### src/design/sea_pkg.sv
`timescale 1ns / 1ps
package sea_pkg;

    localparam int DEPTH   = 1024;
    localparam int ADDR_W  = $clog2(DEPTH);
    localparam int CNT_W   = $clog2(DEPTH + 1);
    localparam int STAMP_W = 48;
    localparam int VAL_W   = 16;
    localparam int PROD_W  = 2 * VAL_W;
    localparam int SUM_W   = 64;
    localparam int WORD_W  = STAMP_W + VAL_W;
    localparam int DATA_W  = 112;
    localparam int IN_USER_W  = 2;
    localparam int OUT_USER_W = 1;

    localparam logic OP_LOAD  = 1'b0;
    localparam logic OP_QUERY = 1'b1;

    typedef enum logic [2:0] {
        ST_IDLE,
        ST_SKIP_RD,
        ST_SKIP_CMP,
        ST_WALK_RD,
        ST_WALK_CMP,
        ST_DONE
    } t_state;

    typedef struct packed {
        logic load_en;
        logic q_start;
        logic skip_step;
        logic walk_step;
        logic out_load;
    } t_cmd;

    typedef struct packed {
        logic lead_end;
        logic trail_end;
        logic skip_lt;
        logic out_free;
    } t_stat;

endpackage

### src/design/sea_ctrl.sv
`timescale 1ns / 1ps
module sea_ctrl (
    input  logic          i_clk,
    input  logic          i_rst_n,
    input  logic          i_s_tvalid,
    input  logic          i_op,
    input  sea_pkg::t_stat i_stat,
    output logic          o_s_tready,
    output sea_pkg::t_cmd o_cmd
);
    import sea_pkg::*;

    t_state r_state;
    t_state n_state;

    always_ff @(posedge i_clk) begin
        if (!i_rst_n) begin
            r_state <= ST_IDLE;
        end else begin
            r_state <= n_state;
        end
    end

    always_comb begin
        n_state    = r_state;
        o_s_tready = 1'b0;
        o_cmd      = '0;
        case (r_state)
            ST_IDLE: begin
                o_s_tready = 1'b1;
                if (i_s_tvalid) begin
                    if (i_op == OP_QUERY) begin
                        o_cmd.q_start = 1'b1;
                        n_state       = ST_SKIP_RD;
                    end else begin
                        o_cmd.load_en = 1'b1;
                    end
                end
            end
            ST_SKIP_RD: begin
                n_state = i_stat.lead_end ? ST_WALK_RD : ST_SKIP_CMP;
            end
            ST_SKIP_CMP: begin
                if (i_stat.skip_lt) begin
                    o_cmd.skip_step = 1'b1;
                    n_state         = ST_SKIP_RD;
                end else begin
                    n_state = ST_WALK_RD;
                end
            end
            ST_WALK_RD: begin
                n_state = (i_stat.lead_end || i_stat.trail_end) ? ST_DONE : ST_WALK_CMP;
            end
            ST_WALK_CMP: begin
                o_cmd.walk_step = 1'b1;
                n_state         = ST_WALK_RD;
            end
            ST_DONE: begin
                if (i_stat.out_free) begin
                    o_cmd.out_load = 1'b1;
                    n_state        = ST_IDLE;
                end
            end
            default: begin
                n_state = ST_IDLE;
            end
        endcase
    end

endmodule

### config.mk
export PLATFORM = sky130hd
export DESIGN_NAME = sea_ctrl
export DESIGN_NICKNAME = d
export VERILOG_FILES = /design/src/design/sea_pkg.sv /design/src/design/sea_ctrl.sv
export SDC_FILE = /design/constraint.sdc
export NUM_CORES = 1
export LEC_CHECK = 0
export ABC_AREA = 1
export BUFFER_PORTS_ARGS = -buffer_cell sky130_fd_sc_hd__buf_2
export CORE_AREA = 2 2 39 41
export CTS_BUF_LIST = sky130_fd_sc_hd__clkbuf_8
export DETAILED_ROUTE_END_ITERATION = 8
export DIE_AREA = 0 0 41 43
export GPL_TIMING_DRIVEN = 0
export PLACE_DENSITY_LB_ADDON = 0.1
export SYNTH_ARGS = -nofsm -noshare
export SYNTH_HDL_FRONTEND = slang
export SYNTH_SLANG_ARGS = --single-unit
### constraint.sdc
create_clock -name i_clk -period 0.87 [get_ports i_clk]
set_input_delay 0 -clock i_clk [delete_from_list [all_inputs] [get_ports i_clk]]
set_output_delay 0 -clock i_clk [all_outputs]
set_load 0.05 [all_outputs]
==> Word-level counts from Yosys, hierarchy flattened <==
Index checks and enable logic that the tools add are counted.
{ "totals": {"input_bits": 8, "output_inout_bits": 6, "ff_bits": 3, "elab_cells": 29} }
{ "classes": {"muxes": 17, "n_eq_ne": 8, "reduce_logical": 3} }
{ "op_table": {"columns": ["op", "count"], "rows": [
  ["$pmux W3 S6", 1],
  ["$mux W1", 10],
  ["$mux W3", 3],
  ["$eq A3 B2 Y1 const B", 2],
  ["$eq A3 B3 Y1 const B", 2],
  ["$mux W2", 3],
  ["$ne A2 B2 Y1 const B", 3],
  ["$eq A3 B1 Y1 const B", 1],
  ["$logic_not A3 Y1", 1],
  ["$reduce_and A3 Y1", 1],
  ["$logic_or A1 B1 Y1", 1]
]} }

==> Longest topological paths before layout <==
Gate-level depths: netlist (run 1).
{ "depth": {"depth_word": 3, "mapped_depth": 6} }

==> Worst setup path before layout (run 1) <==
No wires, ideal clock.
{ "synth_path": {"path_type": "register to output", "from": "register r_state[1]", "to": "output port o_cmd[2] (netlist name)", "t_arrival_ns": 1.999, "slack_ns": -1.129, "stages_incl_launch_ff": 3, "cell_sequence": "dfxtp_1 inv_2 nor4_1"} }
{ "synth_lines": {"columns": ["item", "line_no", "source"], "rows": [
  ["start: declaration", "sea_ctrl.sv:13", "t_state r_state;"],
  ["start signal: assignment", "sea_ctrl.sv:20", "r_state <= n_state;"],
  ["end: declaration", "sea_ctrl.sv:9", "output sea_pkg::t_cmd o_cmd"]
]} }

==> results of run 1 <==
final timing paths:
kind / endpoint / slack [ns] / depth (start not counted)
setup / recovery: o_cmd[4] / -0.29 / 6
setup reg to reg: r_state[0]$_SDFFE_PN0P_ / -0.17 / 6
hold / removal: r_state[2]$_SDFFE_PN0P_ / 0.04 / 3
hold reg to reg: r_state[1]$_SDFFE_PN0P_ / 0.56 / 2
final cells by class:
type	count	area (um^2)
plain buffers	1	15.0
repair buffers	20	166
multi-input cells	23	185
flip-flops and latches	3	68.8
well taps	16	20.0
fillers	149	850
inverters	8	33.8
clock inverters	1	3.75
clock buffers	3	41.3
synthesized netlist by cell type (all sizes together):
library cell  count  area share (%)
nor2              8              20
nor4              1             2.6
dfxtp             3              25
nand2             4             6.3
o21ai             1             2.1
nand3             5              13
a31oi             3             7.9
inv               8              13
nor3              1             2.1
buf               2             7.9
metal layers:
layer,vias to the layer above,track usage [%],share of wire [%]
li1,161,-,-
met1,142,10.8,36
met2,4,15.0,61
met3,0,2.09,2.6
met4,0,6.00,0
met5,-,0,0
layout by cell type (no fill, tap or decap), types with 2 or more instances in the layout:
cell type  Yosys  routed
buf_2          0       7
buf_6          1       7
inv_1          6       6
nor2_4         2       5
nand3_1        4       4
buf_4          1       4
nor2_1         5       3
a31oi_1        3       3
clkbuf_8       0       3
buf_8          0       2
inv_2          2       2
nand2_1        4       2
dfxtp_4        0       2
report_power, final:
part / switching [W] / internal [W]
Clock: 0.0000827 / 0.000300
Combinational: 0.000198 / 0.000166
Sequential: 0.0000239 / 0.000154
what timing repair did:
| action | in CTS | in global routing |
|---|---|---|
| setup endpoints to repair | 9 | 9 |
| gates resized for setup | 14 | 11 |
| pin swaps | 6 | 8 |
| buffers inserted | 5 | 2 |
stage by stage:
step	power [W]	util, %	instance area, um^2	TNS (ns)	hold WS [ns]
6_report	0.000924	38.6	534	-1.69	0.0369
5_1_grt	0.000979	38.6	534	-2.15	0.0784
4_1_cts	0.000883	35.4	490	-1.97	0.0397
3_5_place_dp	0.000431	26.3	364	-0.817	0.255
3_3_place_gp	0.000435	26.3	364	-0.906	0.254
2_1_floorplan	0.000378	-	279	-0.931	0.0534
worst max-delay path, delay by kind of cell, from the launching register on:
family,cells,cell delay (ns)
buffers and inverters,2,0.22
AND/OR/NAND/NOR,4,0.38
flip-flops,1,0.36
logic make-up after synthesis:
group,count (synthesis),share of synthesized area [%]
flip-flops,3,25.4
AND/OR/NAND/NOR,19,43.9
buffers and inverters,10,20.6
AO/OA/AOI/OAI,4,10.1
==> results.py, run 1 <==
metrics = {
    "status": {
        "status": "complete, but fails checks",
        "violations": "negative setup slack",
    },
    "layout": {
        "area_growth_pct": 126,
        "max_flop_register": "r_state",
        "nets": 68,
        "reg_top3": "r_state x3",
        "largest_reg_flops": 3,
        "num_antenna_cells": 0,
        "fin_cells": 75,
        "drive_above_1_share_pct": 67.8,
    },
    "timing": {
        "worstMarginPinSlew_ns": 0.204,
        "relSlewSlack_pct": 86.3,
        "period_share_pct": 134,
        "setup_slack_ns": -0.294,
        "fmax_mhz": 859,
        "drv_slew": 0,
        "rsz0062_at_grt": "true",
        "post-route-min-period_ns": 1.16,
        "setup_viol_count_final": 9,
        "fin_skew_ns": 0.00180,
        "final_hold_viol_count": 0,
    },
    "floorplan": {
        "start_util_pct": 17.1,
        "core-area_mm2": 0.00138,
        "fp.dieH_um": 43,
        "num_io_pins": 14,
        "rows": 14,
        "dieWidth_um": 41,
        "dieArea_mm2": 0.00176,
    },
    "critical_path": {
        "worstPathArrival_ns": 1.16,
        "startpoint_type": "flip-flop",
        "crit_path_start": "r_state[1]$_SDFFE_PN0P_",
        "cp_common_cell": "nor2_4",
        "required_ns": 0.87,
        "crit_chain": "nor2_4, inv_2, nor2_4, nand2_2, nor2_4, buf_6",
        "path_class": "flip-flop to output port",
        "cpPeakStageDelay_ns": 0.36,
        "worst_path_max_delay_cell": "dfxtp_4",
        "crit_fanout": 5,
        "critPathCaptureType": "output port",
        "regToRegStartpoint": "r_state[1]$_SDFFE_PN0P_",
    },
    "drt": {
        "drt_pre_antenna_iters": 1,
        "wl_um": 688,
        "routed_via_density": 4.09,
        "routed-via-count": 307,
        "drtIter0Drc": 0,
        "post-route-drc-count": 0,
        "wl_per_cell_um": 9.17,
        "drtAntennaViolNets": 0,
    },
    "power_and_ir_drop": {
        "ir_drop_v": 0.00106,
        "power.density_mw_per_mm2": 1730,
        "p_leak_nw": 0.237,
    },
    "synth": {
        "synth.net_count": 44,
        "ys_types": 15,
        "syn_inst": 36,
        "synth_area_per_cell_um2": 6.57,
        "ys_seq_elements": 3,
        "syn_area_um2": 236,
        "yosysWarnings": 0,
        "yosysSeqAreaShare_pct": 25.4,
    },
    "cts": {
        "htreeDepth": 1,
        "root_buffer": "clkbuf_8",
        "clock_path_buffers": 2,
        "numClockSinks": 3,
        "ctsHoldBuffers": 0,
        "tritoncts": "built",
        "clk_pin_slew_ns": 0.03,
        "clk-insertion-delay-late_ns": 0.21,
        "cts_made_buffers": 3,
    },
    "place": {
        "gp_congestion": 0.707,
        "dp_slack_ns": -0.228,
        "numPlacedInstances": 65,
        "port_buffers": 13,
        "dp_hpwl_um": 462,
    },
    "grt": {
        "antenna_found_initial": 0,
        "grt_usage_pct": 9.50,
        "grt_overflow": 0,
        "grt_pass1_wl_um": 1160,
        "grt_pass1_vias": 302,
        "grt_max_degree": 9,
    },
    "min_path": {
        "min_from": "i_rst_n",
        "hold_path.class": "primary input to flip-flop",
    },
    "run": {
        "cap_violations": 0,
    },
}
Note: power is estimated with default switching activity, not from simulation.
==> run 2: changes to the inputs <==
--- a/config.mk
+++ b/config.mk
@@ -12,7 +12,9 @@
 export DETAILED_ROUTE_END_ITERATION = 8
 export DIE_AREA = 0 0 41 43
 export GPL_TIMING_DRIVEN = 0
+export MAX_ROUTING_LAYER = met4
 export PLACE_DENSITY_LB_ADDON = 0.1
+export SKIP_CTS_REPAIR_TIMING = 1
 export SYNTH_ARGS = -nofsm -noshare
 export SYNTH_HDL_FRONTEND = slang
 export SYNTH_SLANG_ARGS = --single-unit
==> run 2 against run 1 <==
  * The flow still finishes with violations (negative setup slack)
  * First-iteration DRC count rose by 2
  * Sequential power decreased by 6%
  * Global-route usage down 1.0 points
  * Clock power is essentially flat
  * Critical path depth is 1 higher
  * Clock skew hardly changed
  * Flip-flop and latch count stayed put
  * Critical endpoint unchanged
==> results.py, run 2 (synthesized netlist as in run 1, its figures left out) <==
metrics = {
    "status": {
        "status": "complete, but fails checks",
        "violations": "negative setup slack",
    },
    "grt": {
        "antenna_found_initial": 0,
        "grt_pass1_vias": 261,
        "grt_usage_pct": 8.50,
        "grt_max_degree": 9,
        "grt_pass1_wl_um": 1000,
        "grt_overflow": 0,
    },
    "timing": {
        "setup_tns_ns": -1.98,
        "setup_viol_count_final": 9,
        "fin_skew_ns": 0.00181,
        "period_share_pct": 136,
        "fmax_mhz": 848,
        "rsz0062_at_grt": "true",
        "worstMarginPinSlew_ns": 0.205,
        "drv_slew": 0,
        "final_hold_viol_count": 0,
        "post-route-min-period_ns": 1.18,
        "relSlewSlack_pct": 86.2,
        "setup_slack_ns": -0.310,
    },
    "layout": {
        "reg_top3": "r_state x3",
        "fin_cells": 73,
        "num_antenna_cells": 0,
        "nets": 66,
        "final_common_cell": "buf_2",
        "drive_above_1_share_pct": 64.9,
        "max_flop_register": "r_state",
        "layout_common_cells": "7 x buf_2, 6 x inv_1, 5 x buf_6, 5 x nor2_4",
        "stdcell_area_um2": 513,
        "largest_reg_flops": 3,
        "area_growth_pct": 117,
    },
    "floorplan": {
        "dieWidth_um": 41,
        "start_util_pct": 17.1,
        "core-area_mm2": 0.00138,
        "num_io_pins": 14,
        "rows": 14,
        "fp.dieH_um": 43,
        "dieArea_mm2": 0.00176,
    },
    "drt": {
        "wl_um": 628,
        "wl_per_cell_um": 8.60,
        "routed_via_density": 4.11,
        "routed-via-count": 300,
        "drtAntennaViolNets": 0,
        "drt_pre_antenna_iters": 4,
        "post-route-drc-count": 0,
        "drtIter0Drc": 2,
    },
    "critical_path": {
        "startpoint_type": "flip-flop",
        "critPathCaptureType": "output port",
        "required_ns": 0.87,
        "regToRegStartpoint": "r_state[0]$_SDFFE_PN0P_",
        "crit_fanout": 6,
        "worstPathArrival_ns": 1.18,
        "rrSetupSlack_ns": -0.15,
        "path_class": "flip-flop to output port",
        "r2r-end": "r_state[2]$_SDFFE_PN0P_",
        "r2r_cells": 6,
    },
    "cts": {
        "htreeDepth": 1,
        "clk-insertion-delay-late_ns": 0.21,
        "cts_made_buffers": 3,
        "numClockSinks": 3,
        "root_buffer": "clkbuf_8",
        "clock_path_buffers": 2,
        "clk_pin_slew_ns": 0.03,
        "tritoncts": "built",
    },
    "place": {
        "placed_area_um2": 364,
        "dp_hpwl_um": 462,
        "port_buffers": 13,
        "gp_congestion": 0.715,
        "numPlacedInstances": 65,
        "dp_slack_ns": -0.228,
    },
    "power_and_ir_drop": {
        "ir_drop_v": 0.00101,
        "p_leak_nw": 0.222,
        "finalPower_w": 0.000902,
        "power.density_mw_per_mm2": 1760,
    },
    "min_path": {
        "min_from": "i_rst_n",
        "holdPathEnd": "r_state[2]$_SDFFE_PN0P_",
        "min_path_cells": 3,
        "hold_path.class": "primary input to flip-flop",
    },
    "run": {
        "cap_violations": 0,
    },
}
run 2: how the worst max path moves through the flow:
stage	from	endpoint	cells after the start	slack, ns
2_1_floorplan	r_state[0]$_SDFFE_PN0P_	o_cmd[4]	6	-0.41
3_3_place_gp	r_state[0]$_SDFFE_PN0P_	o_cmd[4]	7	-0.24
3_5_place_dp	r_state[0]$_SDFFE_PN0P_	o_cmd[4]	7	-0.23
4_1_cts	r_state[0]$_SDFFE_PN0P_	o_cmd[4]	7	-0.46
5_1_grt	r_state[0]$_SDFFE_PN0P_	o_cmd[4]	7	-0.35
6_report	r_state[0]$_SDFFE_PN0P_	o_cmd[4]	7	-0.31
run 2: report_power, final:
| part | internal (W) | total (W) | switching (W) |
|---|---|---|---|
| logic | 0.000156 | 0.000354 | 0.000198 |
| registers | 0.000152 | 0.000168 | 0.0000162 |
| clock network | 0.000299 | 0.000379 | 0.0000795 |
| total | 0.000608 | 0.000902 | 0.000294 |
run 2: metrics by stage:
stage               utilization [%]  hold slack, ns
CTS                            29.6          0.0396
finish                         37.1          0.0398
detailed placement             26.3           0.255
global route                   37.1          0.0836
global placement               26.3           0.254
floorplan                         -          0.0534
run 2: worst max-delay path: stages, from the launching register on:
cell and delay (ns):
dfxtp_1 0.29, buf_6 0.13, nor2_4 0.11, inv_2 0.06
nor2_4 0.08, nand2_2 0.06, nor2_4 0.07, buf_6 0.15
run 2: layout make-up:
class / instances / area (um^2)
plain buffers: 2 / 26.3
clock buffers: 3 / 41.3
clock inverters: 1 / 3.75
fillers: 150 / 871
inverters: 8 / 36.3
multi-input cells: 23 / 180
flip-flops and latches: 3 / 65.1
well taps: 16 / 20.0
repair buffers: 17 / 140
run 2: metal layers:
metal / vias to the layer above / share of wire (%) / GRT usage (%)
li1: 157 / - / -
met4: 0 / 0 / 6.00
met1: 139 / 40 / 11.1
met3: 0 / 2.7 / 1.57
met2: 4 / 57 / 11.3
met5: - / 0 / -
==> run 3: changes to the inputs <==
--- a/config.mk
+++ b/config.mk
@@ -5,7 +5,6 @@
 export SDC_FILE = /design/constraint.sdc
 export NUM_CORES = 1
 export LEC_CHECK = 0
-export ABC_AREA = 1
 export BUFFER_PORTS_ARGS = -buffer_cell sky130_fd_sc_hd__buf_2
 export CORE_AREA = 2 2 39 41
 export CTS_BUF_LIST = sky130_fd_sc_hd__clkbuf_8
==> run 3 against run 2 <==
  * Die area unchanged
  * Critical endpoint is now o_cmd[3]
  * Utilization down 3.8 points
  * Total power down 2.4%
  * Synthesized area down 4.2%
  * Worst hold slack worse by 0.0098 ns
  * Wire length down 9.1%
  * Non-clock buffer count down 1
  * The run still ends with negative setup slack left
  * Count of clock-buffer cells in the layout unchanged
  * Clock power up 1%
  * Sequential share of layout area up 1.4 points
==> results.py, run 3 <==
metrics = {
    "cts": {
        "numClockSinks": 3,
        "root_buffer": "clkbuf_8",
        "clk_pin_slew_ns": 0.03,
        "clk-insertion-delay-late_ns": 0.21,
        "clock_path_buffers": 2,
        "tritoncts": "built",
        "cts_made_buffers": 3,
        "htreeDepth": 1,
    },
    "timing": {
        "setup_viol_count_final": 9,
        "period_share_pct": 132,
        "relSlewSlack_pct": 86.9,
        "post-route-min-period_ns": 1.15,
        "setup_slack_ns": -0.280,
        "fmax_mhz": 869,
        "final_hold_viol_count": 0,
        "rsz0062_at_grt": "true",
        "worstMarginPinSlew_ns": 0.196,
        "fin_skew_ns": 0.000922,
        "drv_slew": 0,
    },
    "critical_path": {
        "critPathCaptureType": "output port",
        "regToRegStartpoint": "r_state[0]$_SDFFE_PN0P_",
        "required_ns": 0.87,
        "crit_fanout": 7,
        "worstPathArrival_ns": 1.15,
        "path_class": "flip-flop to output port",
        "r2r-end": "r_state[0]$_SDFFE_PN0P_",
        "startpoint_type": "flip-flop",
        "r2r_cells": 5,
        "rrSetupSlack_ns": -0.20,
    },
    "synth": {
        "yosysTopAreaCellShare_pct": 26.5,
        "synth_edf_count": 0,
        "ys_seq_elements": 3,
        "syn_area_um2": 226,
        "synth.net_count": 34,
        "synth_area_per_cell_um2": 8.71,
        "ys_top_cells_by_count": "3 x and3_1, 3 x dfxtp_1, 3 x nand2_1, 3 x nor2_1",
        "syn_inst": 26,
        "yosysSeqAreaShare_pct": 26.5,
        "synth_top_flop_cell": "dfxtp_1",
        "yosys.area.top_type": "dfxtp_1",
        "yosysWarnings": 0,
        "ys_types": 14,
        "async_reset_ff_share_pct": 0,
        "synth_area_leaders": "dfxtp_1 27%, and3_1 8.3%, nor3_4 7.2%",
    },
    "layout": {
        "max_flop_register": "r_state",
        "nets": 56,
        "fin_cells": 63,
        "num_antenna_cells": 0,
        "final_common_cell": "buf_2",
        "reg_top3": "r_state x3",
        "layout_common_cells": "7 x buf_2, 5 x buf_6, 4 x buf_4, 3 x clkbuf_8",
        "largest_reg_flops": 3,
        "drive_above_1_share_pct": 68.1,
        "area_growth_pct": 103,
    },
    "grt": {
        "grt_pass1_vias": 222,
        "grt_usage_pct": 7.61,
        "antenna_found_initial": 0,
        "grt_pass1_wl_um": 862,
        "grt_overflow": 0,
        "grt_max_degree": 11,
    },
    "floorplan": {
        "fp.dieH_um": 43,
        "dieWidth_um": 41,
        "start_util_pct": 16.4,
        "dieArea_mm2": 0.00176,
        "num_io_pins": 14,
        "core-area_mm2": 0.00138,
        "rows": 14,
    },
    "power_and_ir_drop": {
        "internal_power_w": 0.000611,
        "p_sw_w": 0.000269,
        "seqPwrFrac_pct": 19.3,
        "finalPower_w": 0.000880,
        "sw_frac_of_total_pct": 30.6,
        "clkPwrFrac_pct": 43.6,
        "comb_power_share_pct": 37.1,
        "power.density_mw_per_mm2": 1910,
        "p_leak_nw": 0.209,
        "ir_drop_v": 0.000534,
    },
    "place": {
        "numPlacedInstances": 55,
        "dp_hpwl_um": 437,
        "port_buffers": 13,
        "gp_congestion": 0.629,
    },
    "min_path": {
        "holdPathEnd": "r_state[0]$_SDFFE_PN0P_",
        "hold_path.class": "primary input to flip-flop",
        "min_from": "i_rst_n",
        "min_path_cells": 2,
    },
    "drt": {
        "post-route-drc-count": 0,
        "wl_um": 571,
        "drt_pre_antenna_iters": 4,
        "wl_per_cell_um": 9.06,
        "drtIter0Drc": 1,
        "drtAntennaViolNets": 0,
        "routed-via-count": 263,
        "routed_via_density": 4.17,
    },
    "status": {
        "violations": "negative setup slack",
        "status": "complete, but fails checks",
    },
    "run": {
        "cap_violations": 0,
    },
}
run 3: kinds of logic (layout without fill, tap and decap cells):
| family | after synthesis | count (layout) | share of synthesized area [%] |
|---|---|---|---|
| AO/OA/AOI/OAI | 6 | 6 | 22.1 |
| buffers and inverters | 1 | 22 | 4.97 |
| flip-flops | 3 | 3 | 26.5 |
| AND/OR/NAND/NOR | 16 | 16 | 46.4 |
run 3: power groups by stage:
stage | Clock [W] | Combinational, W | Sequential, W
6_report | 0.000383 | 0.000326 | 0.000170
5_1_grt | 0.000403 | 0.000349 | 0.000173
4_1_cts | 0.000392 | 0.000252 | 0.000170
3_5_place_dp | 0 | 0.000252 | 0.000172
3_3_place_gp | 0 | 0.000249 | 0.000171
2_1_floorplan | 0 | 0.000195 | 0.000168
run 3: area by class of cell:
| type | instances | area, um^2 |
|---|---|---|
| fillers | 149 | 923 |
| multi-input cells | 22 | 179 |
| repair buffers | 17 | 140 |
| flip-flops and latches | 3 | 65.1 |
| clock buffers | 3 | 41.3 |
| well taps | 16 | 20.0 |
| plain buffers | 1 | 11.3 |
| clock inverters | 1 | 3.75 |
run 3: worst max-delay path, stage by stage (launching register included):
cell and delay [ns]:
dfxtp_1 0.29, buf_6 0.13, nor3_4 0.16, and3_4 0.22, buf_8 0.14
run 3: how the worst max path moves through the flow:
stage | startpoint | end | slack (ns) | cells past startpoint
after floorplan | r_state[0]$_SDFFE_PN0P_ | o_cmd[4] | -0.52 | 4
after global placement | r_state[0]$_SDFFE_PN0P_ | o_cmd[3] | -0.25 | 4
after detailed placement | r_state[0]$_SDFFE_PN0P_ | o_cmd[3] | -0.26 | 4
after CTS | r_state[0]$_SDFFE_PN0P_ | o_cmd[3] | -0.49 | 4
after global routing | r_state[0]$_SDFFE_PN0P_ | o_cmd[3] | -0.33 | 4
final | r_state[0]$_SDFFE_PN0P_ | o_cmd[3] | -0.28 | 4
run 3: metrics by stage:
step                      setup WS, ns  util, %  hold WS, ns  instance area (um^2)  TNS [ns]
after global placement          -0.245     24.1        0.253                   334     -1.53
after CTS                       -0.486     27.4       0.0319                   379     -2.99
after floorplan                 -0.518        -       0.0534                   249     -2.39
final                           -0.280     33.3       0.0300                   460     -1.84
after global routing            -0.326     33.3       0.0539                   460     -2.35
after detailed placement        -0.257     24.1        0.250                   334     -1.62
run 3: per-layer routing:
layer	wire length, um	GRT usage (%)	vias up	share of wire, %
met5	0	-	-	0
met4	0	4.00	0	0
met3	47	3.14	0	8.2
met2	298	11.3	10	52
met1	225	8.36	118	39
li1	-	-	135	-
